--- src/rtl/trc_queue.sv ---
`timescale 1ns / 1ps
module trc_queue #(
   parameter int WIDTH = 8
) (
   input  logic             clock,
   input  logic             reset,
   input  logic             push,
   input  logic [WIDTH-1:0] push_data,
   output logic             full,
   input  logic             pop,
   output logic [WIDTH-1:0] pop_data,
   output logic             valid
);
   logic [WIDTH-1:0] mem_ff [2];
   logic             wp_ff, rp_ff;
   logic [1:0]       cnt_ff, cnt_in;

   assign full     = (cnt_ff == 2'd2);
   assign valid    = (cnt_ff != 2'd0);
   assign pop_data = mem_ff[rp_ff];

   always_comb begin
      cnt_in = cnt_ff;
      if (push && !pop) cnt_in = cnt_ff + 2'd1;
      else if (pop && !push) cnt_in = cnt_ff - 2'd1;
   end

   always_ff @(posedge clock) begin
      if (reset) begin
         wp_ff  <= 1'b0;
         rp_ff  <= 1'b0;
         cnt_ff <= 2'd0;
      end else begin
         cnt_ff <= cnt_in;
         if (push) wp_ff <= ~wp_ff;
         if (pop) rp_ff <= ~rp_ff;
      end
   end

   always_ff @(posedge clock) begin
      if (push) mem_ff[wp_ff] <= push_data;
   end

endmodule

--- config.mk ---
export PLATFORM = sky130hd
export DESIGN_NAME = trc_queue
export DESIGN_NICKNAME = d
export VERILOG_FILES = /design/src/rtl/trc_queue.sv
export SDC_FILE = /design/constraint.sdc
export NUM_CORES = 1
export LEC_CHECK = 0
export BUFFER_PORTS_ARGS = -buffer_cell sky130_fd_sc_hd__buf_2
export CAP_MARGIN = 10
export CORE_MARGIN = 2
export CORE_UTILIZATION = 44
export DETAILED_ROUTE_END_ITERATION = 10
export GPL_TIMING_DRIVEN = 0
export PLACE_DENSITY = 0.8
export SLEW_MARGIN = 5
export SYNTH_ARGS = -nofsm -noshare
export SYNTH_HDL_FRONTEND = slang
export SYNTH_SLANG_ARGS = --single-unit
--- constraint.sdc ---
create_clock -name clock -period 1.1 [get_ports clock]
set_input_delay 0.165 -clock clock [delete_from_list [all_inputs] [get_ports clock]]
set_output_delay 0.165 -clock clock [all_outputs]
set_load 0.05 [all_outputs]
== After elaboration in Yosys (flattened, before gate mapping) ==
Memories as Yosys holds them, arrays and structs flattened. A register that Yosys moved wholly into a read port is not among the register bits.
Index checks and enable logic that the tools add are counted.
Cells by class
  $add $sub $neg: 2
  multipliers: 0
  divide/modulo/power cells: 0
  $lt $le $gt $ge: 0
  equal/unequal tests: 1
  shift-type cells: 0
  multiplexer cells: 6
  bitwise operators: 2
  reductions and logical operators: 6
Operator list (number)
  2-to-1 mux 1 bit: 4
  2-to-1 mux 2 bit: 2
  nonzero test 2 bit: 2
  adder 2 x 1 -> 2 bit (second input constant): 1
  equality test 2 bit (second input constant): 1
  logical AND 1 bit: 2
  zero test 1 bit: 2
  inverter 1 bit: 2
  subtractor 2 x 1 -> 2 bit (second input constant): 1
Word-level totals
  bits in registers: 4
  latch bits: 0
  RAM bits: 16
  bits in read-only memories: 0
  bits of input ports: 12
  output and inout bits: 10
  word-level logic and storage cells: 21
  memories kept: 1
Memory list
  mem_ff: depth 2, bits a word 8, read ports 1, clocked after memory_dff 1, write ports 1, line 14  | logic [WIDTH-1:0] mem_ff [2];

== Longest topological paths before layout ==
  word-level depth: 4
  gate-level depth with buffers: 5
  mapped depth without buffers: 5

== Worst setup path after synthesis ==
No wires, ideal clock.
  path kind: flip-flop to flip-flop
  from: reg wp_ff
  to: mem mem_ff[0][0] (enable)
  arrival time: 0.715 ns
  data required time: 0.727 ns
  path slack: 0.012 ns
  cell stages (with the launch flop): 2
  path buffers: 0
  clock period less this slack: 1.088 ns
  cells stage by stage: dfxtp_1 -> nor2b_1
RTL lines
  start, declared: line 15  | logic wp_ff, rp_ff;
  start signal, assigned: line 35  | if (push) wp_ff <= ~wp_ff;
  end, declared: line 14
No word-level cell before the write port.

==> results.yml <==
run_status:
  outcome: "complete, but fails checks"
  violations: "setup timing"
die:
  rows: 15
  die_area_sq_mm: 0.00214
  initial_core_util_pct: 46.0
  dieWidth_um: 46.3
  ios: 22
  core_sq_mm: 0.00171
  die_h_um: 46.3
synth:
  ys_ff_latch: 21
  synth_area_sq_um: 786
  syn_nets: 60
  synth_cell_types: 16
  yosys_warnings: 0
  synthCells: 47
  synth-seq-area-share_pct: 73.9
  syn_area_per_cell_sq_um: 16.7
sta:
  finalHoldViolations: 0
  worst_pin_slew_ns: 0.249
  rsz0062_at_grt: "yes"
  final.min_clock_period_ns: 1.42
  fin_crit_sh_pct: 129
  slew_headroom_pct: 83.4
  drv_slew: 0
  skew_ns: 0.00120
  timing.final.ws_setup_ns: -0.317
  setup_viol: 11
  fmax_ghz: 0.706
power:
  finalPower_w: 0.00182
  power_leakage_nw: 0.458
  p_per_area_mw_per_mm2: 1640
  ir_drop_v: 0.000868
cells_and_area:
  fin_area_sq_mm: 0.00111
  antenna_cells: 0
  fin_cells: 98
  nets: 87
  drive_gt1_share_pct: 56.2
  syn_to_final_growth_pct: 41.4
cts:
  htree_levels: 1
  holdBufCountCts: 0
  clk_pin_slew_ns: 0.10
  root_buffer: "clkbuf_4"
  cts-buffers-inserted: 3
  insertion_delay_ns: 0.29
  cts_tree: "built"
  numClockSinks: 21
  clock_path_buffers: 2
hold_path:
  hold_path_class: "in -> reg"
  worstHoldStart: "push_data[2]"
routing:
  ant_nets: 0
  via_count: 449
  top_layer: "met3"
  dr_wl_met3_um: 75
  routedWlPerCell_um: 12.7
  wl_um: 1240
  route.met2.wl_um: 703
  vias_per_cell: 4.58
  drt_iter0_drc: 2
  met1_length_um: 463
  post-route-drc-count: 0
  drt-pass1-iter-count: 2
global_route:
  grt_pass1_vias: 502
  grt_pass1_wl_um: 2040
  gr-total-overflow: 0
  track_usage_pct: 14.0
  grt_start_max_net_pins: 12
  antenna_found_initial: 0
flow_run:
  drv_cap: 0
placement:
  io_buffers: 21
  placedCellCount: 93
  placed_cell_area_sq_um: 922
  gp_congestion: 0.668
  dpl.hpwl_um: 787
critical_path:
  cp-end-kind: "primary output"
  critPathKind: "reg -> out"
  rr_startpoint: "cnt_ff[0]"
  reg2reg_slack_ns: 0
  path_max_fanout: 8
  crit_required_ns: 0.94
  worst_setup_path_start_kind: "register"
  crit_arrival_ns: 1.25
[cells by family (layout without fill, tap and decap cells)]
logic type | after synthesis | count (layout) | share of synthesized area [%]
mux | 8 | 8 | 11.5
xor+xnor | 4 | 4 | 4.46
fa+ha+maj | 1 | 1 | 1.59
flops | 21 | 21 | 73.9
simple gates | 9 | 9 | 6.21
buf+inv | 2 | 28 | 1.11
compound gates | 2 | 2 | 1.27
[per-stage QoR]
| stage | hold WS [ns] | setup WS, ns | util [%] | setup TNS [ns] |
|---|---|---|---|---|
| final | 0.0604 | -0.317 | 65.1 | -2.70 |
| after global routing | 0.0314 | -0.374 | 65.1 | -3.29 |
| after CTS | 0.0442 | -0.331 | 64.5 | -2.83 |
| after detailed placement | 0.356 | -0.169 | 54.0 | -2.55 |
| after global placement | 0.354 | -0.137 | 54.0 | -2.04 |
| after floorplan | 0.234 | 0.0123 | - | 0 |
[state kept, by name, summed over array words and instances (netlist names), named ones only]
signal / flops
cnt_ff: 2
rp_ff: 1
mem_ff: 16
wp_ff: 1
[synth_stat cells (all sizes together)]
cell type	count	area, sq um
nor2	4	15.0
xor2	2	17.5
or2	1	6.26
dfxtp	5	100
and2b	1	8.76
mux2	8	90.1
ha	1	12.5
buf	1	5.00
and2	1	6.26
or3	1	6.26
edfxtp	16	480
a21oi	1	5.00
o21ai	1	5.00
xnor2	2	17.5
nor2b	1	6.26
inv	1	3.75
[what timing repair did]
item,CTS,global route
resized for setup,46,2
pin swaps,2,0
endpoints found under the setup margin,18,19
setup buffers,1,0
[layer usage]
| layer | GRT usage (%) | up-vias |
|---|---|---|
| met4 | 6.86 | 0 |
| met1 | 15.1 | 215 |
| li1 | - | 219 |
| met3 | 5.10 | 0 |
| met5 | 0 | - |
| met2 | 23.9 | 15 |
[placed cells by master (no fill, tap or decap)]
master    synthesis  layout
xor2_1            2       2
inv_1             1       1
buf_2             1      11
o21ai_0           1       1
edfxtp_1         16      16
buf_8             0      10
nor2_1            4       4
xnor2_1           2       2
mux2_4            0       8
and2_2            0       1
clkbuf_4          0       3
and2b_2           1       1
clkbuf_1          0       1
dfxtp_2           0       3
nor2b_4           0       1
or2_4             0       1
ha_1              1       1
or3_1             1       1
a21oi_1           1       1
buf_6             0       2
dfxtp_1           5       2
[power breakdown]
group          internal [W]  switching [W]
clock network      0.000141       0.000200
logic              0.000249       0.000283
registers          0.000919      0.0000285
total               0.00131       0.000512
[path summary, 6_finish.rpt]
check,end,cells after the start
setup reg to reg,cnt_ff[1],4
hold / removal,mem_ff[0][2],1
setup / recovery,pop_data[7],3
hold reg to reg,cnt_ff[1],2
[cell type report]
cell class              instances  area, sq um
flip-flops and latches         21          584
inverters                       1         3.75
repair buffers                 22          213
well taps                      25         31.3
clock buffers                   4         26.3
multi-input cells              24          238
plain buffers                   1         15.0
fillers                       124          597
[critical path, cell delays in order (launching register included)]
cell,delay (ns)
dfxtp_2,0.35
buf_8,0.14
mux2_4,0.32
buf_8,0.15
(Power assumes the default switching activity.)
