### config.mk
export PLATFORM = sky130hd
export DESIGN_NAME = trc_front
export DESIGN_NICKNAME = d
export VERILOG_FILES = /design/src/rtl/trc_pkg.sv /design/src/rtl/trc_front.sv
export SDC_FILE = /design/constraint.sdc
export NUM_CORES = 1
export LEC_CHECK = 0
export ABC_AREA = 0
export BUFFER_PORTS_ARGS = -buffer_cell sky130_fd_sc_hd__buf_2
export CORE_AREA = 2 2 230 232
export DETAILED_ROUTE_END_ITERATION = 10
export DIE_AREA = 0 0 232 234
export PLACE_DENSITY = 0.56
export SKIP_CTS_REPAIR_TIMING = 1
export SYNTH_ARGS = -nofsm -noshare
export SYNTH_HDL_FRONTEND = slang
export SYNTH_SLANG_ARGS = --single-unit
### constraint.sdc
create_clock -name clock -period 8.1 [get_ports clock]
set_input_delay 2.43 -clock clock [delete_from_list [all_inputs] [get_ports clock]]
set_output_delay 2.43 -clock clock [all_outputs]
set_load 0.03 [all_outputs]
### src/rtl/trc_pkg.sv
`timescale 1ns / 1ps
package trc_pkg;

   typedef struct packed {
      logic signed [15:0] left;
      logic signed [15:0] top;
      logic signed [15:0] right;
      logic signed [15:0] bottom;
   } clip_cfg_type;

   localparam logic [1:0] CSR_LEFT   = 2'd0;
   localparam logic [1:0] CSR_TOP    = 2'd1;
   localparam logic [1:0] CSR_RIGHT  = 2'd2;
   localparam logic [1:0] CSR_BOTTOM = 2'd3;

   localparam logic [1:0] LAST_CORNER = 2'd2;
   localparam logic [1:0] LAST_PASS   = 2'd3;
   localparam int NUM_FIELDS = 8;
   localparam logic [4:0] DIV_STEPS = 5'd17;

   typedef struct packed {
      logic        start;
      logic [15:0] num;
      logic [15:0] den;
   } div_req_type;

   typedef struct packed {
      logic        busy;
      logic        done;
      logic [16:0] quot;
   } div_rsp_type;

   typedef enum logic [3:0] {
      ST_IDLE,
      ST_PASS_INIT,
      ST_PASS_VERT,
      ST_DIV_START,
      ST_DIV_WAIT,
      ST_MUL,
      ST_ADD,
      ST_LERP_PUT,
      ST_KEEP,
      ST_EMIT
   } back_state_type;

endpackage

### src/rtl/trc_front.sv
`timescale 1ns / 1ps
module trc_front #(
   parameter int AW = 16,
   localparam int VW = 32 + 6 * AW
) (
   input  logic                  clock,
   input  logic                  reset,
   input  logic                  req_tvalid,
   output logic                  req_tready,
   input  logic [VW-1:0]         req_vertex,
   input  trc_pkg::clip_cfg_type cfg,
   output logic                  push,
   output logic [3*VW:0]         push_data,
   input  logic                  q_full
);
   import trc_pkg::*;

   logic [1:0]         corner_ff;
   logic [VW-1:0]      v0_ff, v1_ff;
   logic               accept, drop, fully_in;
   logic signed [15:0] min_x, max_x, min_y, max_y;

   function automatic logic signed [15:0] min3(input logic signed [15:0] a, b, c);
      logic signed [15:0] m;
      m = (b < a) ? b : a;
      m = (c < m) ? c : m;
      return m;
   endfunction

   function automatic logic signed [15:0] max3(input logic signed [15:0] a, b, c);
      logic signed [15:0] m;
      m = (b > a) ? b : a;
      m = (c > m) ? c : m;
      return m;
   endfunction

   assign req_tready = !((corner_ff == LAST_CORNER) && q_full);
   assign accept     = req_tvalid && req_tready;

   always_comb begin
      min_x = min3(signed'(v0_ff[15:0]), signed'(v1_ff[15:0]), signed'(req_vertex[15:0]));
      max_x = max3(signed'(v0_ff[15:0]), signed'(v1_ff[15:0]), signed'(req_vertex[15:0]));
      min_y = min3(signed'(v0_ff[31:16]), signed'(v1_ff[31:16]),
                   signed'(req_vertex[31:16]));
      max_y = max3(signed'(v0_ff[31:16]), signed'(v1_ff[31:16]),
                   signed'(req_vertex[31:16]));
      drop     = (max_x <= cfg.left) || (min_x >= cfg.right) ||
                 (max_y <= cfg.top) || (min_y >= cfg.bottom);
      fully_in = (min_x >= cfg.left) && (max_x <= cfg.right) &&
                 (min_y >= cfg.top) && (max_y <= cfg.bottom);
   end

   // drop rejected triangles here, the back end never sees them
   assign push      = accept && (corner_ff == LAST_CORNER) && !drop;
   assign push_data = {fully_in, req_vertex, v1_ff, v0_ff};

   always_ff @(posedge clock) begin
      if (reset) begin
         corner_ff <= 2'd0;
      end else if (accept) begin
         corner_ff <= (corner_ff == LAST_CORNER) ? 2'd0 : corner_ff + 2'd1;
      end
   end

   always_ff @(posedge clock) begin
      if (accept && corner_ff == 2'd0) v0_ff <= req_vertex;
      if (accept && corner_ff == 2'd1) v1_ff <= req_vertex;
   end

endmodule

# Word level (Yosys, flattened, before mapping)
# Cells that the tools add are included.
# word_totals
ff_bits	258
latch_bits	0
mem_bits_rw	0
romBits	0
output_inout_bits	387
word_cells	46
mem_count	0
# op_classes
n_addsub	1
n_mul	0
n_div	0
magnitude_cmp	16
n_eq_ne	2
shift	0
mux	9
bitwise_logic	0
reduce_logical	15
# op_table
op	count
$mux 16	8
$ge 16x16->1	4
$gt 16x16->1	4
$le 16x16->1	4
$lt 16x16->1	4
$logic_and 1x1->1	9
$logic_or 1x1->1	3
$add 2x1->2 const B	1
$eq 2x1->1 const B	1
$eq 2x2->1 const B	1
$logic_not 1->1	2
$logic_not 2->1	1
$mux 2	1

# Logic depth before layout (Yosys ltp)
# logic_depth
depth_word	10
ltp_mapped	31
depth_no_buf	27

# Least setup slack after synthesis
# No wires, ideal clock.
# synth_timing
kind	register -> output
start	register v0_ff[31]
end	output push
arrival_time_ns	6.784
required_time_ns	5.670
setup_slack_ns	-1.114
path_stages_with_launch	29
cell_sequence	edfxtp_1 inv_1 ha_1 buf_6 nand4_2 nor2_1 a221o_1 or3_4 xor2_2 a21oi_4 mux2i_1 ha_1 a21o_1 a21o_1 a21oi_1 nor2b_1 o21ai_0 o311ai_0 o211ai_1 buf_4 mux2i_1 ha_1 o21a_1 o21a_1 o21ai_0 a21oi_1 nor4_1 mux2i_1 nor4b_1
# synth_via
elab_chain_cells	9
elab_cells_between_ends	14
# synth_rtl
item	line_no	source
start, declared	trc_front.sv:19	logic [VW-1:0] v0_ff, v1_ff;
start signal, assigned	trc_front.sv:66	if (accept && corner_ff == 2'd0) v0_ff <= req_vertex;
$gt 16x16->1	trc_front.sv:32	m = (b > a) ? b : a;
$mux 16	trc_front.sv:32	
$gt 16x16->1	trc_front.sv:33	m = (c > m) ? c : m;
$mux 16	trc_front.sv:33	
$le 16x16->1	trc_front.sv:48	(max_y <= cfg.top) || (min_y >= cfg.bottom);
$logic_or 1x1->1	trc_front.sv:47	drop = (max_x <= cfg.left) || (min_x >= cfg.right) ||
$logic_or 1x1->1 (*)	trc_front.sv:48	
$logic_not 1->1 (*)	trc_front.sv:54	assign push = accept && (corner_ff == LAST_CORNER) && !drop;
$logic_and 1x1->1 (*)	trc_front.sv:54	
end, declared	trc_front.sv:12	output logic push,
# Every way passes the cells marked *; elsewhere a longest branch is shown, timed or not.

# Final worst setup path
# layout_timing
start	register v1_ff[30]
end	output push
# layout_via
elab_chain_cells	9
elab_cells_between_ends	14
# layout_rtl
item	line_no	source
start, declared	trc_front.sv:19	
start signal, assigned	trc_front.sv:67	if (accept && corner_ff == 2'd1) v1_ff <= req_vertex;
$gt 16x16->1	trc_front.sv:32	
$mux 16	trc_front.sv:32	
$gt 16x16->1	trc_front.sv:33	
$mux 16	trc_front.sv:33	
$le 16x16->1	trc_front.sv:48	
$logic_or 1x1->1	trc_front.sv:47	
$logic_or 1x1->1 (*)	trc_front.sv:48	
$logic_not 1->1 (*)	trc_front.sv:54	
$logic_and 1x1->1 (*)	trc_front.sv:54	
# Marked as above.

==> impl_results.md <==
* Slew Limit Fails at 0
* CTS Root Cell: clkbuf_16
* 1st-pass router iterations at 5
* DP Wirelength at between 50000 and 60000 um
* Netlist cell types at 57
* Starting Density at 29.9%
* Longest Clk Path Bufs at 3
* R2r startpoint: corner_ff[0]
* Drt via density at approximately 4.7
* Die Wd at 232 um
* Switching part of the total at 34.2%
* Final hold slack at 0.558 ns
* RSZ-0062 raised after global routing: yes
* WHS Path Cells at 2
* Sequential area share after synthesis at 49.6%
* Share of cells above drive strength 1 at 51.5%
* Total global-route track usage at 21.3%
* Critical-path top delay cell: edfxtp_1
* Row count at between 80 and 90
* Crit-path leading delay family: compound AO/OA/AOI/OAI gates
* Power Internal at 0.00329 W
* First-pass GRT wire length at 85200 um
* CP required at ~5.7 ns
* Ys flop type: edfxtp_1
* Initial drt markers at between 700 and 800
* IO Pins at 583
* WP depth at 28
* Met2 Use GR at 36.2%
* Pin count of the biggest net entering global routing at 58
* Hold EP: corner_ff[0]
* Placed insts at 2766
* Crit path DAT at 6.68 ns
* GRT met3 Usage at 6.65%
* Finish-stage setup viols at 2
* Clk slew on worst S/H paths at 0.06 ns
* Synthesized area at 15600 um2
* Num Clock Sinks at 258
* Synth Instances at 1289
* Final #Nets at approximately 2500
* Skew-Pair Late Insertion Delay at 0.58 ns
* Core area at 52000 um2
* FF+latch count, synth at 258
* Final Critical Period at 9.11 ns
* Crit end category: output pin
* Most common cell after layout, fill and taps aside: buf_2
* Post-Syn Nets at 1707
* Max_cap viols at 0
* HP Start: corner_ff[0]
* Synth warn at 0
* Clock power frac at 25.9%
* Class of the worst hold path: reg2reg
* Worst stage delay on the critical path at 0.44 ns
* Grt ovf at 0
* Commonest non-fill, non-tap cells in the layout: 580 x buf_2, 351 x buf_4, 256 x edfxtp_1
* Initial antenna violation count at 23
* Seq pwr share at 31.6%
* Leak Pwr at 10.8 nW
* Async SR Flop Fraction at 0%
* Reg2reg setup slack at 5.54 ns
* Post-synth EDFFs at between 200 and 300
* Slew of the pin with the lowest slew margin at 1.02 ns
* Comb power frac at 42.5%
* Kind of critical path: reg2out
* WL per Instance at between 20 and 25 um
* Fin. Hold Viols at 0
* Drt total wl at 61200 um
* Clk_skew at between 0.02 and 0.025 ns
* Die ar. at 54300 um2
* Antenna Nets Post-Route at 0
* Violated checks: setup timing
* Vias in the first global route at between 10000 and 15000
* Grt peak-use layer: met2
* Via count at 13300
* Largest fanout on the critical path at 4
* Critical Path Most Common Cell: o21a_1
* Peak supply drop at 0.178 mV
* Max Fclk at 0.110 GHz
* CP Launch Type: register
* Cts bufs inserted at 28
* Slew Limit Headroom at a little under a third
* Buffers on Ports at 582
* RR Endpoint: v0_ff[87]
* Met1 usage at 26.6%
* Switch Pwr at 0.00171 W
* WP buf/inv at 4
* TritonCTS clock tree: built
* DRC Markers at 0
* Power Dens Cells at 220 nW/um2
* GPL Wtd Cong at 0.959
* R2R depth at 3
* Status: complete, but fails checks
* Final worst slack at -1.01 ns
* Tcrit/Tclk final at 112%
* Layout area overhead at 46.3%
* Syn_area_per_cell at about 12 um2
* Die Y at approximately 230 um
* Post-Layout Cell Count at roughly 2800
* H-tree levels at 1
==> cell usage after synthesis, drive strengths merged, types with 7 or more instances <==
| cell | count | share of area, % |
|---|---|---|
| inv | 133 | 3.2 |
| nor2b | 21 | 0.84 |
| a21o | 29 | 1.4 |
| nor3 | 15 | 0.51 |
| ha | 222 | 18 |
| edfxtp | 256 | 49 |
| nand4 | 34 | 1.4 |
| a21oi | 88 | 3.0 |
| nand2b | 10 | 0.40 |
| nor2 | 62 | 1.5 |
| mux2i | 98 | 6.3 |
| nand2 | 35 | 0.84 |
| o21ai | 42 | 1.4 |
| nand3 | 17 | 0.58 |
| buf | 138 | 6.7 |
| o21a | 18 | 0.87 |
| and4 | 7 | 0.39 |
==> power groups by stage <==
stage | sequential [W] | combinational [W] | clock (W)
2_1_floorplan | 0.00175 | 0.000946 | 0
3_3_place_gp | 0.00160 | 0.00191 | 0
3_5_place_dp | 0.00161 | 0.00194 | 0
4_1_cts | 0.00158 | 0.00195 | 0.00133
5_1_grt | 0.00159 | 0.00231 | 0.00137
6_report | 0.00158 | 0.00212 | 0.00130
==> state kept, by name, summed over array words and instances (netlist names) <==
name       cells
v1_ff        128
corner_ff      2
v0_ff        128
==> worst max path at each step <==
stage | slack, ns | endpoint | startpoint
floorplan | -0.51 | push | v0_ff[31]
global placement | -0.81 | push | req_vertex[9]
detailed placement | -0.96 | push | req_vertex[9]
CTS | -1.33 | push | v1_ff[11]
global route | -1.32 | push | v0_ff[22]
finish | -1.01 | push | v1_ff[30]
==> metrics by stage <==
stage	setup TNS, ns	utilization (%)	total power, W	setup WS, ns	instance area, um2
global route	-2.62	43.8	0.00526	-1.32	22800
detailed placement	-1.77	40.4	0.00354	-0.958	21000
floorplan	-0.758	-	0.00270	-0.506	15600
CTS	-2.64	42.2	0.00486	-1.33	21900
finish	-2.00	43.8	0.00500	-1.01	22800
global placement	-1.55	40.4	0.00351	-0.812	21000
==> cell type report <==
cell class / instances / area (um2)
Clock buffer: 36 / 731
Antenna cell: 7 / 17.5
Inverter: 133 / 499
Tap cell: 688 / 861
Sequential cell: 258 / 7730
Multi-Input combinational cell: 756 / 7000
Fill cell: 4916 / 29200
Clock inverter: 16 / 193
Timing Repair Buffer: 946 / 5750
==> kinds of logic (layout without fill, tap and decap cells) <==
logic type               count (synthesis)  in the layout  synth area share [%]
buffers and inverters                  275           1131                  9.97
flip-flops                             258            258                  49.6
adder cells (fa/ha/maj)                222            222                  17.8
AND/OR/NAND/NOR                        220            220                  7.47
AO/OA/AOI/OAI                          211            211                  8.37
multiplexers                           101            101                  6.52
XOR/XNOR                                 2              2                 0.209
other                                    0              7                     0
==> layer usage <==
layer	part of all wire [%]	wire length (um)
met3	8.3	5070
met2	48	29200
met1	42	25600
met4	2.1	1280
met5	0.085	52
==> worst register-to-register path, delay by kind of cell (launching register included) <==
| family | cells | cell delay, ns |
|---|---|---|
| buf+inv | 1 | 0.75 |
| flops | 1 | 0.34 |
| simple gates | 2 | 1.03 |
(Power assumes the default switching activity.)
