`config.mk`:
```
export PLATFORM = sky130hd
export DESIGN_NAME = trc_back
export DESIGN_NICKNAME = d
export VERILOG_FILES = /design/src/rtl/trc_pkg.sv /design/src/rtl/trc_divider.sv /design/src/rtl/trc_back.sv
export SDC_FILE = /design/constraint.sdc
export NUM_CORES = 2
export LEC_CHECK = 0
export CORE_UTILIZATION = 39
export DETAILED_ROUTE_END_ITERATION = 7
export DONT_BUFFER_PORTS = 1
export SLEW_MARGIN = 40
export SYNTH_ARGS = -nofsm -noshare
export SYNTH_HDL_FRONTEND = slang
export SYNTH_SLANG_ARGS = --single-unit
```
`constraint.sdc`:
```
create_clock -name clock -period 22.5 [get_ports clock]
set_clock_uncertainty 0.2 [all_clocks]
set_input_delay 1.125 -clock clock [delete_from_list [all_inputs] [get_ports clock]]
set_output_delay 1.125 -clock clock [all_outputs]
set_load 0.05 [all_outputs]
```
`src/rtl/trc_pkg.sv`:
```
`timescale 1ns / 1ps
package trc_pkg;

   typedef struct packed {
      logic signed [15:0] left;
      logic signed [15:0] top;
      logic signed [15:0] right;
      logic signed [15:0] bottom;
   } clip_cfg_type;

   localparam logic [1:0] CSR_LEFT   = 2'd0;
   localparam logic [1:0] CSR_TOP    = 2'd1;
   localparam logic [1:0] CSR_RIGHT  = 2'd2;
   localparam logic [1:0] CSR_BOTTOM = 2'd3;

   localparam logic [1:0] LAST_CORNER = 2'd2;
   localparam logic [1:0] LAST_PASS   = 2'd3;
   localparam int NUM_FIELDS = 8;
   localparam logic [4:0] DIV_STEPS = 5'd17;

   typedef struct packed {
      logic        start;
      logic [15:0] num;
      logic [15:0] den;
   } div_req_type;

   typedef struct packed {
      logic        busy;
      logic        done;
      logic [16:0] quot;
   } div_rsp_type;

   typedef enum logic [3:0] {
      ST_IDLE,
      ST_PASS_INIT,
      ST_PASS_VERT,
      ST_DIV_START,
      ST_DIV_WAIT,
      ST_MUL,
      ST_ADD,
      ST_LERP_PUT,
      ST_KEEP,
      ST_EMIT
   } back_state_type;

endpackage

```
`src/rtl/trc_divider.sv`:
```
`timescale 1ns / 1ps
module trc_divider (
   input  logic                 clock,
   input  logic                 reset,
   input  trc_pkg::div_req_type div_req,
   output trc_pkg::div_rsp_type div_rsp
);
   import trc_pkg::*;

   logic [15:0] rem_ff, den_ff;
   logic [16:0] low_ff, quot_ff, r2, r2_sub;
   logic [4:0]  cnt_ff;
   logic        busy_ff, done_ff, ge;
   logic [32:0] dvd;

   // rounded dividend: num * 65536 + den / 2
   assign dvd    = {1'b0, div_req.num, 16'b0} + {18'b0, div_req.den[15:1]};
   assign r2     = {rem_ff, low_ff[16]};
   assign ge     = (r2 >= {1'b0, den_ff});
   assign r2_sub = r2 - {1'b0, den_ff};

   assign div_rsp.busy = busy_ff;
   assign div_rsp.done = done_ff;
   assign div_rsp.quot = quot_ff;

   always_ff @(posedge clock) begin
      if (reset) begin
         busy_ff <= 1'b0;
         done_ff <= 1'b0;
         cnt_ff  <= 5'd0;
      end else begin
         done_ff <= 1'b0;
         if (div_req.start) begin
            busy_ff <= 1'b1;
            cnt_ff  <= DIV_STEPS;
         end else if (busy_ff) begin
            cnt_ff <= cnt_ff - 5'd1;
            if (cnt_ff == 5'd1) begin
               busy_ff <= 1'b0;
               done_ff <= 1'b1;
            end
         end
      end
   end

   always_ff @(posedge clock) begin
      if (div_req.start) begin
         rem_ff  <= dvd[32:17];
         low_ff  <= dvd[16:0];
         den_ff  <= div_req.den;
         quot_ff <= 17'd0;
      end else if (busy_ff) begin
         rem_ff  <= ge ? r2_sub[15:0] : r2[15:0];
         low_ff  <= {low_ff[15:0], 1'b0};
         quot_ff <= {quot_ff[15:0], ge};
      end
   end

endmodule

```
`src/rtl/trc_back.sv`:
```
`timescale 1ns / 1ps
module trc_back #(
   parameter int MAXV = 7,
   parameter int AW = 16,
   localparam int VW = 32 + 6 * AW
) (
   input  logic                  clock,
   input  logic                  reset,
   input  trc_pkg::clip_cfg_type cfg,
   input  logic                  q_valid,
   input  logic [3*VW:0]         q_data,
   output logic                  q_pop,
   output logic                  rsp_valid,
   input  logic                  rsp_ready,
   output logic [VW-1:0]         rsp_vertex,
   output logic [31:0]           rsp_number,
   output logic                  rsp_fan,
   output logic                  rsp_last
);
   import trc_pkg::*;

   localparam int IW = $clog2(MAXV);
   localparam int CW = $clog2(MAXV + 1);
   localparam int FW = ((AW > 16) ? AW : 16) + 1;
   localparam int PW = FW + 19;

   back_state_type state_ff, state_in;

   logic [VW-1:0]        buf_a_ff [MAXV];
   logic [VW-1:0]        buf_b_ff [MAXV];
   logic                 src_sel_ff;
   logic [CW-1:0]        n_ff, m_ff, m_in, idx_ff, rd_idx;
   logic [1:0]           pass_ff;
   logic [2:0]           fld_ff;
   logic [VW-1:0]        prev_ff, cur_ff, rd_vtx, lerp_vtx, wr_data;
   logic                 cur_in_ff;
   logic [16:0]          t_ff;
   logic signed [PW-1:0] prod_ff, prod, rnd;
   logic signed [FW-1:0] pf_ff;
   logic [FW-1:0]        res_ff [NUM_FIELDS];
   logic signed [FW-1:0] p_fld [NUM_FIELDS];
   logic signed [FW-1:0] q_fld [NUM_FIELDS];
   logic signed [FW:0]   diff;
   logic signed [17:0]   t_sx;
   logic [FW:0]          sum;
   logic [31:0]          number_ff;
   logic                 rsp_valid_ff, rsp_fan_ff, rsp_last_ff;
   logic [VW-1:0]        rsp_vertex_ff;
   logic [31:0]          rsp_number_ff;

   logic                 axis, keep_ge, room, cur_in_c, prev_in_c, edge_cross, last_vert;
   logic                 emit_ok, emit_load, wr_en, div_start, advance;
   logic signed [15:0]   bound, pc, qc;
   logic signed [16:0]   num_s, den_s;
   div_req_type          div_req;
   div_rsp_type          div_rsp;

   function automatic logic signed [15:0] coord_of(input logic [VW-1:0] v, input logic ax);
      return ax ? signed'(v[31:16]) : signed'(v[15:0]);
   endfunction

   trc_divider u_div (
      .clock   (clock),
      .reset   (reset),
      .div_req (div_req),
      .div_rsp (div_rsp)
   );

   // single read port into the current source buffer
   assign rd_idx = (state_ff == ST_PASS_INIT) ? n_ff - CW'(1) : idx_ff;
   assign rd_vtx = src_sel_ff ? buf_b_ff[rd_idx[IW-1:0]] : buf_a_ff[rd_idx[IW-1:0]];

   assign axis    = pass_ff[1];
   assign keep_ge = !pass_ff[0];

   always_comb begin
      case (pass_ff)
         2'd0:    bound = cfg.left;
         2'd1:    bound = cfg.right;
         2'd2:    bound = cfg.top;
         default: bound = cfg.bottom;
      endcase
   end

   assign cur_in_c   = keep_ge ? (coord_of(rd_vtx, axis) >= bound)
                               : (coord_of(rd_vtx, axis) <= bound);
   assign prev_in_c  = keep_ge ? (coord_of(prev_ff, axis) >= bound)
                               : (coord_of(prev_ff, axis) <= bound);
   assign room       = (m_ff < CW'(MAXV));
   assign edge_cross = (cur_in_c != prev_in_c) && room;
   assign last_vert  = (idx_ff + CW'(1)) == n_ff;
   assign emit_ok    = !rsp_valid_ff || rsp_ready;

   // crossing factor operands, oriented so the denominator is positive
   always_comb begin
      pc    = coord_of(prev_ff, axis);
      qc    = coord_of(cur_ff, axis);
      num_s = 17'(bound) - 17'(pc);
      den_s = 17'(qc) - 17'(pc);
      if (den_s < 0) begin
         den_s = -den_s;
         num_s = -num_s;
      end
      if (num_s < 0) num_s = 17'sd0;
      else if (num_s > den_s) num_s = den_s;
   end

   assign div_req.start = div_start;
   assign div_req.num   = num_s[15:0];
   assign div_req.den   = den_s[15:0];

   for (genvar g = 0; g < NUM_FIELDS; g++) begin : g_fld
      if (g < 2) begin : g_pos
         assign p_fld[g] = FW'(signed'(prev_ff[16*g +: 16]));
         assign q_fld[g] = FW'(signed'(cur_ff[16*g +: 16]));
         assign lerp_vtx[16*g +: 16] = res_ff[g][15:0];
      end else begin : g_attr
         assign p_fld[g] = FW'(prev_ff[32+(g-2)*AW +: AW]);
         assign q_fld[g] = FW'(cur_ff[32+(g-2)*AW +: AW]);
         assign lerp_vtx[32+(g-2)*AW +: AW] = res_ff[g][AW-1:0];
      end
   end

   assign diff = {q_fld[fld_ff][FW-1], q_fld[fld_ff]} - {p_fld[fld_ff][FW-1], p_fld[fld_ff]};
   assign t_sx = {1'b0, t_ff};
   assign prod = diff * t_sx;
   assign rnd  = (prod_ff + PW'(32768)) >>> 16;
   assign sum  = {pf_ff[FW-1], pf_ff} + rnd[FW:0];

   // next state
   always_comb begin
      state_in = state_ff;
      unique case (state_ff)
         ST_IDLE:      if (q_valid) state_in = q_data[3*VW] ? ST_EMIT : ST_PASS_INIT;
         ST_PASS_INIT: state_in = (n_ff == CW'(0)) ? ST_EMIT : ST_PASS_VERT;
         ST_PASS_VERT: begin
            if (edge_cross) state_in = ST_DIV_START;
            else if (last_vert) state_in = (pass_ff == LAST_PASS) ? ST_EMIT : ST_PASS_INIT;
         end
         ST_DIV_START: state_in = ST_DIV_WAIT;
         ST_DIV_WAIT:  if (div_rsp.done) state_in = ST_MUL;
         ST_MUL:       state_in = ST_ADD;
         ST_ADD:       state_in = (fld_ff == 3'(NUM_FIELDS - 1)) ? ST_LERP_PUT : ST_MUL;
         ST_LERP_PUT:  state_in = ST_KEEP;
         ST_KEEP: begin
            if (!last_vert) state_in = ST_PASS_VERT;
            else state_in = (pass_ff == LAST_PASS) ? ST_EMIT : ST_PASS_INIT;
         end
         ST_EMIT: begin
            if (n_ff < CW'(3)) state_in = ST_IDLE;
            else if (emit_ok && last_vert) state_in = ST_IDLE;
         end
         default:      state_in = ST_IDLE;
      endcase
   end

   // control decode
   always_comb begin
      q_pop     = 1'b0;
      div_start = 1'b0;
      wr_en     = 1'b0;
      wr_data   = rd_vtx;
      emit_load = 1'b0;
      advance   = 1'b0;
      unique case (state_ff)
         ST_IDLE:      q_pop = q_valid;
         ST_PASS_VERT: begin
            if (!edge_cross) begin
               advance = 1'b1;
               wr_en   = cur_in_c && room;
            end
         end
         ST_DIV_START: div_start = 1'b1;
         ST_LERP_PUT: begin
            wr_en   = 1'b1;
            wr_data = lerp_vtx;
         end
         ST_KEEP: begin
            advance = 1'b1;
            wr_en   = cur_in_ff && room;
            wr_data = cur_ff;
         end
         ST_EMIT:      emit_load = (n_ff >= CW'(3)) && emit_ok;
         default: ;
      endcase
   end

   assign m_in = m_ff + CW'(wr_en);

   always_ff @(posedge clock) begin
      if (reset) state_ff <= ST_IDLE;
      else state_ff <= state_in;
   end

   always_ff @(posedge clock) begin
      if (reset) begin
         src_sel_ff   <= 1'b0;
         n_ff         <= '0;
         m_ff         <= '0;
         idx_ff       <= '0;
         pass_ff      <= 2'd0;
         fld_ff       <= 3'd0;
         number_ff    <= 32'd0;
         rsp_valid_ff <= 1'b0;
      end else begin
         if (state_ff == ST_PASS_INIT) m_ff <= '0;
         else m_ff <= m_in;
         if (q_pop || (state_ff == ST_PASS_INIT) || (advance && last_vert)) idx_ff <= '0;
         else if (advance || emit_load) idx_ff <= idx_ff + CW'(1);
         if (q_pop) begin
            n_ff       <= CW'(3);
            src_sel_ff <= 1'b0;
            pass_ff    <= 2'd0;
         end else if (advance && last_vert) begin
            // swap buffers, the new polygon becomes the source
            src_sel_ff <= ~src_sel_ff;
            n_ff       <= m_in;
            pass_ff    <= pass_ff + 2'd1;
         end
         if (state_ff == ST_DIV_WAIT) fld_ff <= 3'd0;
         else if (state_ff == ST_ADD) fld_ff <= fld_ff + 3'd1;
         if (emit_load) number_ff <= number_ff + 32'd1;
         if (emit_load) rsp_valid_ff <= 1'b1;
         else if (rsp_ready) rsp_valid_ff <= 1'b0;
      end
   end

   always_ff @(posedge clock) begin
      if (q_pop) begin
         buf_a_ff[0] <= q_data[VW-1:0];
         buf_a_ff[1] <= q_data[2*VW-1:VW];
         buf_a_ff[2] <= q_data[3*VW-1:2*VW];
      end
      if (wr_en) begin
         if (src_sel_ff) buf_a_ff[m_ff[IW-1:0]] <= wr_data;
         else buf_b_ff[m_ff[IW-1:0]] <= wr_data;
      end
      if (state_ff == ST_PASS_INIT) prev_ff <= rd_vtx;
      if (state_ff == ST_PASS_VERT) begin
         cur_ff    <= rd_vtx;
         cur_in_ff <= cur_in_c;
      end
      if (advance) prev_ff <= (state_ff == ST_KEEP) ? cur_ff : rd_vtx;
      if (state_ff == ST_DIV_WAIT && div_rsp.done) t_ff <= div_rsp.quot;
      if (state_ff == ST_MUL) begin
         prod_ff <= prod;
         pf_ff   <= p_fld[fld_ff];
      end
      if (state_ff == ST_ADD) res_ff[fld_ff] <= sum[FW-1:0];
      if (emit_load) begin
         rsp_vertex_ff <= rd_vtx;
         rsp_number_ff <= number_ff;
         rsp_fan_ff    <= (idx_ff == CW'(0));
         rsp_last_ff   <= last_vert;
      end
   end

   assign rsp_valid  = rsp_valid_ff;
   assign rsp_vertex = rsp_vertex_ff;
   assign rsp_number = rsp_number_ff;
   assign rsp_fan    = rsp_fan_ff;
   assign rsp_last   = rsp_last_ff;

   assert property (@(posedge clock) disable iff (reset) m_ff <= CW'(MAXV))
      else $error("polygon write index past buffer depth");
   assert property (@(posedge clock) disable iff (reset)
                    (state_ff == ST_DIV_START) |=> div_rsp.busy)
      else $error("divider did not start");
   assert property (@(posedge clock) disable iff (reset)
                    (emit_load && last_vert) |=> (state_ff == ST_IDLE))
      else $error("sequencer kept going after last vertex");
   assert property (@(posedge clock) disable iff (reset)
                    (state_ff == ST_MUL) |-> !div_rsp.busy)
      else $error("interpolation started before division finished");

endmodule

```
; After elaboration in Yosys (flattened, before gate mapping)
; Memories as Yosys holds them, arrays and structs flattened.
; Cells that the tools add are included.
; W data, S select, Z words.
[op_classes]
add_sub_neg = 16
n_mul = 1
div_mod_pow = 0
magnitude_cmp = 12
eq_ne = 20
n_shift = 0
n_mux = 69
n_bitwise = 3
reduce_logical = 28
[op_table]
columns = operator, n
row1 = $mux W128, 5
row2 = $pmux W128 S2, 1
row3 = $mux W17, 8
row4 = $mux W16, 8
row5 = $reduce_or A128 Y1, 1
row6 = $bmux W17 S3, 2
row7 = $pmux W16 S3, 1
row8 = $mux W4, 10
row9 = $pmux W4 S10, 1
row10 = $lt A17 B1 Y1 const B, 2
row11 = $neg A17 Y17, 2
row12 = $sub A16 B16 Y17, 2
row13 = $add A32 B15 Y33, 1
row14 = $add A33 B17 Y33 const B, 1
row15 = $mul A18 B18 Y33, 1
row16 = $add A32 B1 Y32 const B, 1
row17 = $ge A16 B16 Y1, 2
row18 = $le A16 B16 Y1, 2
row19 = $mux W1, 24
row20 = $sub A17 B17 Y18, 1
row21 = $add A17 B17 Y17, 1
row22 = $ge A17 B16 Y1, 1
row23 = $gt A17 B17 Y1, 1
row24 = $eq A4 B3 Y1 const B, 4
row25 = other kinds (39), 66
[totals]
regBits = 611
latchBits = 0
ramBits = 1928
mem_bits_ro = 0
mem_count = 3
[mem_list]
columns = memory, words, width, read_ports, rd_ports_with_merged_regs, wr, line
row1 = buf_a_ff, 7, 128, 1, 0, 3, trc_back.sv:29  ; logic [VW-1:0] buf_a_ff [MAXV];
row2 = buf_b_ff, 7, 128, 1, 0, 1, trc_back.sv:30  ; logic [VW-1:0] buf_b_ff [MAXV];
row3 = res_ff, 8, 17, 8, 0, 1, trc_back.sv:40  ; logic [FW-1:0] res_ff [NUM_FIELDS];

; Longest topological paths before layout
; An unclocked memory read counts as a cell.
[logic_depth]
depth_word = 15
mapped_depth = 40

; Cells and area by module
; Synthesis repeated with hierarchy kept, for this count alone.
[hier_totals]
cells_unflattened = 8027
hier_area_um2 = 123559.8
[by_module_without_submodules]
columns = mod, instances, cells_per_inst, area_per_inst_um2
row1 = trc_back, 1, 7692, 119804.9
row2 = trc_divider, 1, 335, 3754.9

; Worst setup path before layout
; OpenSTA, ideal clock, no wires.
[synth_path]
kind = flip-flop to flip-flop
from = register state_ff[2]
to = memory buf_a_ff[1][0] in the netlist's numbering, enable pin
setup_time_ps = 792
t_arrival_ps = 13887
required_ps = 21508
slack_ps = 7620
path_stages_with_launch = 22
n_path_buf = 2
path_cell_list = dfxtp_1 nand2b_4 nor3_4 nor2_1 a21o_1 buf_2 buf_1 mux4_2 mux4_2 nand2_1 nand2_1 ha_1 nand4_1 or3_1 nor4_1 o41ai_1 o211ai_1 mux2i_1 o211ai_2 nand2_1 nand3_1 o21ai_0
[synth_lines]
columns = element, line
row1 = start: declaration, trc_back.sv:27  ; back_state_type state_ff, state_in;
row2 = start signal: assignment, trc_back.sv:192  ; else state_ff <= state_in;
row3 = end: declaration, trc_back.sv:29

; Worst setup path in the final report
[layout_path]
from = register fld_ff[0]
to = register prod_ff[31] (data pin)
[layout_between]
elab_chain_len = 6
[layout_lines]
columns = element, line
row1 = start: declaration, trc_back.sv:34  ; logic [2:0] fld_ff;
row2 = start signal: assignment, trc_back.sv:221  ; else if (state_ff == ST_ADD) fld_ff <= fld_ff + 3'd1;
row3 = $not A3 Y4 (implied by the code) *, trc_back.sv:124  ; assign diff = {q_fld[fld_ff][FW-1], q_fld[fld_ff]} - {p_fld[fld_ff][FW-1], p_fld[fld_ff]};
row4 = $bmux W17 S3, trc_back.sv:124
row5 = $mux W17 (implied by the code) (2 in series), trc_back.sv:124
row6 = $sub A17 B17 Y18 *, trc_back.sv:124
row7 = $mul A18 B18 Y33 *, trc_back.sv:126  ; assign prod = diff * t_sx;
row8 = via prod[31], trc_back.sv:38  ; logic signed [PW-1:0] prod_ff, prod, rnd;
row9 = end signal: assignment, trc_back.sv:246  ; prod_ff <= prod;
row10 = end: declaration, trc_back.sv:38
; Mark *: on every way through the listed nets, which the timed path passes. The rest lies on a longest branch. The select of a mux whose other input is x is not followed.
; A chain may end at the register's enable or synchronous reset.

==> metrics.md <==
| Metric | Value |
|---|---|
| Max_slew headroom | `about a third` |
| Async S/R FF share, synth | `0%` |
| Worst-path fanout max | `41` |
| Max H-tree Level | `5` |
| # setup viols final | `0` |
| Util after Layout | `44.3%` |
| EDFF count, synth | `roughly 2600` |
| Max-slew violation count | `0` |
| Area share of the largest cell type after synthesis | `a little over three fifths` |
| Global placement routability congestion | `0.953` |
| Mapped cell area | `123000 sq um` |
| Root Buffer | `clkbuf_16` |
| Core Area | `about 310000 sq um` |
| Yosys reg bits | `between 2000 and 3000` |
| CP arrival | `between 10000 and 15000 ps` |
| Synth cell count leaders | `edfxtp_1, nor2_1, inv_1` |
| GRT Total Usage | `between 20 and 25%` |
| Routed len/inst | `around 32 um` |
| Sequential share of the synthesized area | `between 60% and 70%` |
| CP most frequent cell | `fa_1` |
| Placed Instances | `~12000` |
| Pin count of the biggest net entering global routing | `approximately 120` |
| Tcrit/Tclk final | `49.9%` |
| First-pass GRT wire length | `between 500000 and 600000 um` |
| Clock sinks | `between 2000 and 3000` |
| Post-layout net count | `about 9000` |
| CP Class | `flop to flop` |
| Critical path launch point type | `flop` |
| Vias in the first global route | `between 70000 and 80000` |
| Fillers | `~27000` |
| Fraction of layout instances using a drive strength above 1 | `between 10% and 20%` |
| Worst Max-Slew Pin Slew | `between 1000 and 1500 ps` |
| Post-synth top area cell | `edfxtp_1` |
| Finished Layout Cells | `approximately 12000` |
| Final WS setup | `between 10000 and 15000 ps` |
| Syn_area_per_cell | `approximately 15 sq um` |
| Die ar. | `~320000 sq um` |
| Syn_nets | `8930` |
| Worst-Skew Late Latency | `940 ps` |
| Status | `completed` |
| ANT nets after route | `0` |
| Setup total negative slack | `0 ps` |
| DRC | `0` |
| IO buf count | `0` |
| Maximum clock frequency | `roughly 89 MHz` |
| Detailed Place HPWL | `266000 um` |
| Starting Density | `between 30% and 40%` |
| Crit-path slowest cell | `buf_4` |
| Initial antenna violation count | `94` |
| Critical Path Sink Type | `flop` |
| Clock transition at the registers of the reported paths | `roughly 60 ps` |
| Top post-synthesis cells by area | `edfxtp_1, mux4_2, fa_1` |
| CTS tree | `done` |
| FP Rows | `approximately 200` |
| DR iter-0 viols | `8600` |
| Worst slack, placed | `11200 ps` |
| Final Hold Viols | `0` |
| GRT overflow | `0` |
| Drt pass-1 iters | `6` |
| Inserted Clock Buffers | `293` |
| Avg Vias per Cell | `between 5 and 6` |
| Ys flop type | `edfxtp_1` |
| Syn Inst Count | `7982` |
| Die width | `564 um` |
| Final WL | `393000 um` |
| Final min period | `~11000 ps` |
| Worst EP required | `between 20000 and 25000 ps` |
| Synthesis Warnings | `0` |
| Deepest clock path buffer count | `4` |
| Top-count cell post-synth | `edfxtp_1` |
| Layout area overhead | `12.6%` |
| Yosys cell types | `between 90 and 100` |
| Die Height | `roughly 560 um` |
| IO Pins | `between 600 and 700` |
| Hold WC Path Type | `primary input to flop` |
| Slowest stage delay, CP | `slightly below 700 ps` |
| RSZ-0062 raised after global routing | `false` |
| Vias | `around 73000` |
| Maxcap violations | `0` |
area by class of cell:
type / instances / area (sq um) / area share [%]
Sequential cell: 2642 / 78600 / 56.7
Multi-Input combinational cell: 4318 / 41100 / 29.7
Clock buffer: 363 / 7850 / 5.67
Tap cell: 4140 / 5180 / 3.74
Inverter: 599 / 2260 / 1.63
Timing Repair Buffer: 181 / 1800 / 1.30
Clock inverter: 159 / 1620 / 1.17
Antenna cell: 38 / 95.1 / 0.0687
metrics by stage:
| stage | cell area (sq um) | hold slack [ps] |
|---|---|---|
| CTS | 138000 | 17.3 |
| finish | 138000 | 87.0 |
| detailed placement | 129000 | 225 |
| global placement | 128000 | 211 |
| floorplan | 123000 | 208 |
| global route | 138000 | 47.6 |
logic make-up after synthesis:
kind of cell	synth area share, %
xor gates and xnor gates	1.22
adders and majority gates	6.78
muxes	11.6
DFF	63.9
and+or+nand+nor	6.63
buffers and inverters	3.24
AOI/OAI and AO/OA	6.69
metal layers:
metal | vias up | GRT usage, % | routed length (um)
li1 | 30100 | - | -
met1 | 38200 | 32.8 | 157000
met2 | 3494 | 39.6 | 187000
met3 | 631 | 5.12 | 34900
met4 | 70 | 8.39 | 14600
met5 | - | 0 | 401
registers in the layout, summed over array words and instances, names as in the netlist, 4 cells and up:
signal         cells
pf_ff             16
cur_ff           128
u_div.den_ff      16
prod_ff           17
u_div.rem_ff      16
rsp_vertex       128
buf_b_ff         896
prev_ff          128
number_ff         32
u_div.quot_ff     17
state_ff           4
u_div.cnt_ff       5
buf_a_ff        1024
res_ff           128
rsp_number        32
t_ff              17
u_div.low_ff      17
path summary, 6_finish.rpt:
check	startpoint	to	slack [ps]	cells past startpoint
hold reg to reg	u_div.quot_ff[7]	t_ff[7]	250	0
setup / recovery	fld_ff[0]	prod_ff[31]	11270	35
hold / removal	reset	pass_ff[1]	90	1
setup reg to reg	fld_ff[0]	prod_ff[31]	11270	35
cells in the final DEF (no fill, tap or decap), drive strengths merged, types with 10 or more instances in the layout:
| master | netlist | layout |
|---|---|---|
| inv | 597 | 612 |
| bufinv | 0 | 21 |
| ha | 210 | 210 |
| a221oi | 135 | 135 |
| nand2 | 585 | 585 |
| a21oi | 465 | 465 |
| diode | 0 | 38 |
| nand3 | 53 | 53 |
| o21a | 23 | 23 |
| nand4 | 23 | 23 |
| a21o | 167 | 167 |
| and3 | 18 | 18 |
| o21ai | 64 | 64 |
| xor2 | 61 | 61 |
| a211o | 10 | 10 |
| clkinvlp | 0 | 12 |
| mux4 | 572 | 572 |
| edfxtp | 2566 | 2566 |
| fa | 285 | 285 |
| a22oi | 17 | 17 |
| xnor2 | 107 | 107 |
| mux2 | 54 | 54 |
| a211oi | 18 | 18 |
| nor2 | 684 | 684 |
| nand2b | 24 | 24 |
| buf | 149 | 179 |
| mux2i | 73 | 73 |
| clkbuf | 274 | 364 |
| or3 | 18 | 18 |
| nor3 | 54 | 54 |
| nor2b | 34 | 34 |
| dfxtp | 76 | 76 |
| clkinv | 2 | 113 |
| and2 | 277 | 277 |
| a31oi | 144 | 144 |
| or2 | 12 | 12 |
timing repair:
action / in CTS / in global routing
buffers inserted: 0 / 0
hold buffers: 1 / 0
gates resized for setup: 0 / 0
hold endpoints to repair: 1 / 0
critical path, delay by kind of cell (launching register included):
kind | cells | cell delay [ps]
flops | 1 | 670
compound gates | 13 | 3450
simple gates | 3 | 380
mux | 2 | 800
fa+ha+maj | 8 | 3700
xor+xnor | 3 | 630
buf+inv | 6 | 1110
Power is not shown: default switching activity piles up to over one toggle a cycle in this logic, so the estimate is an artifact.
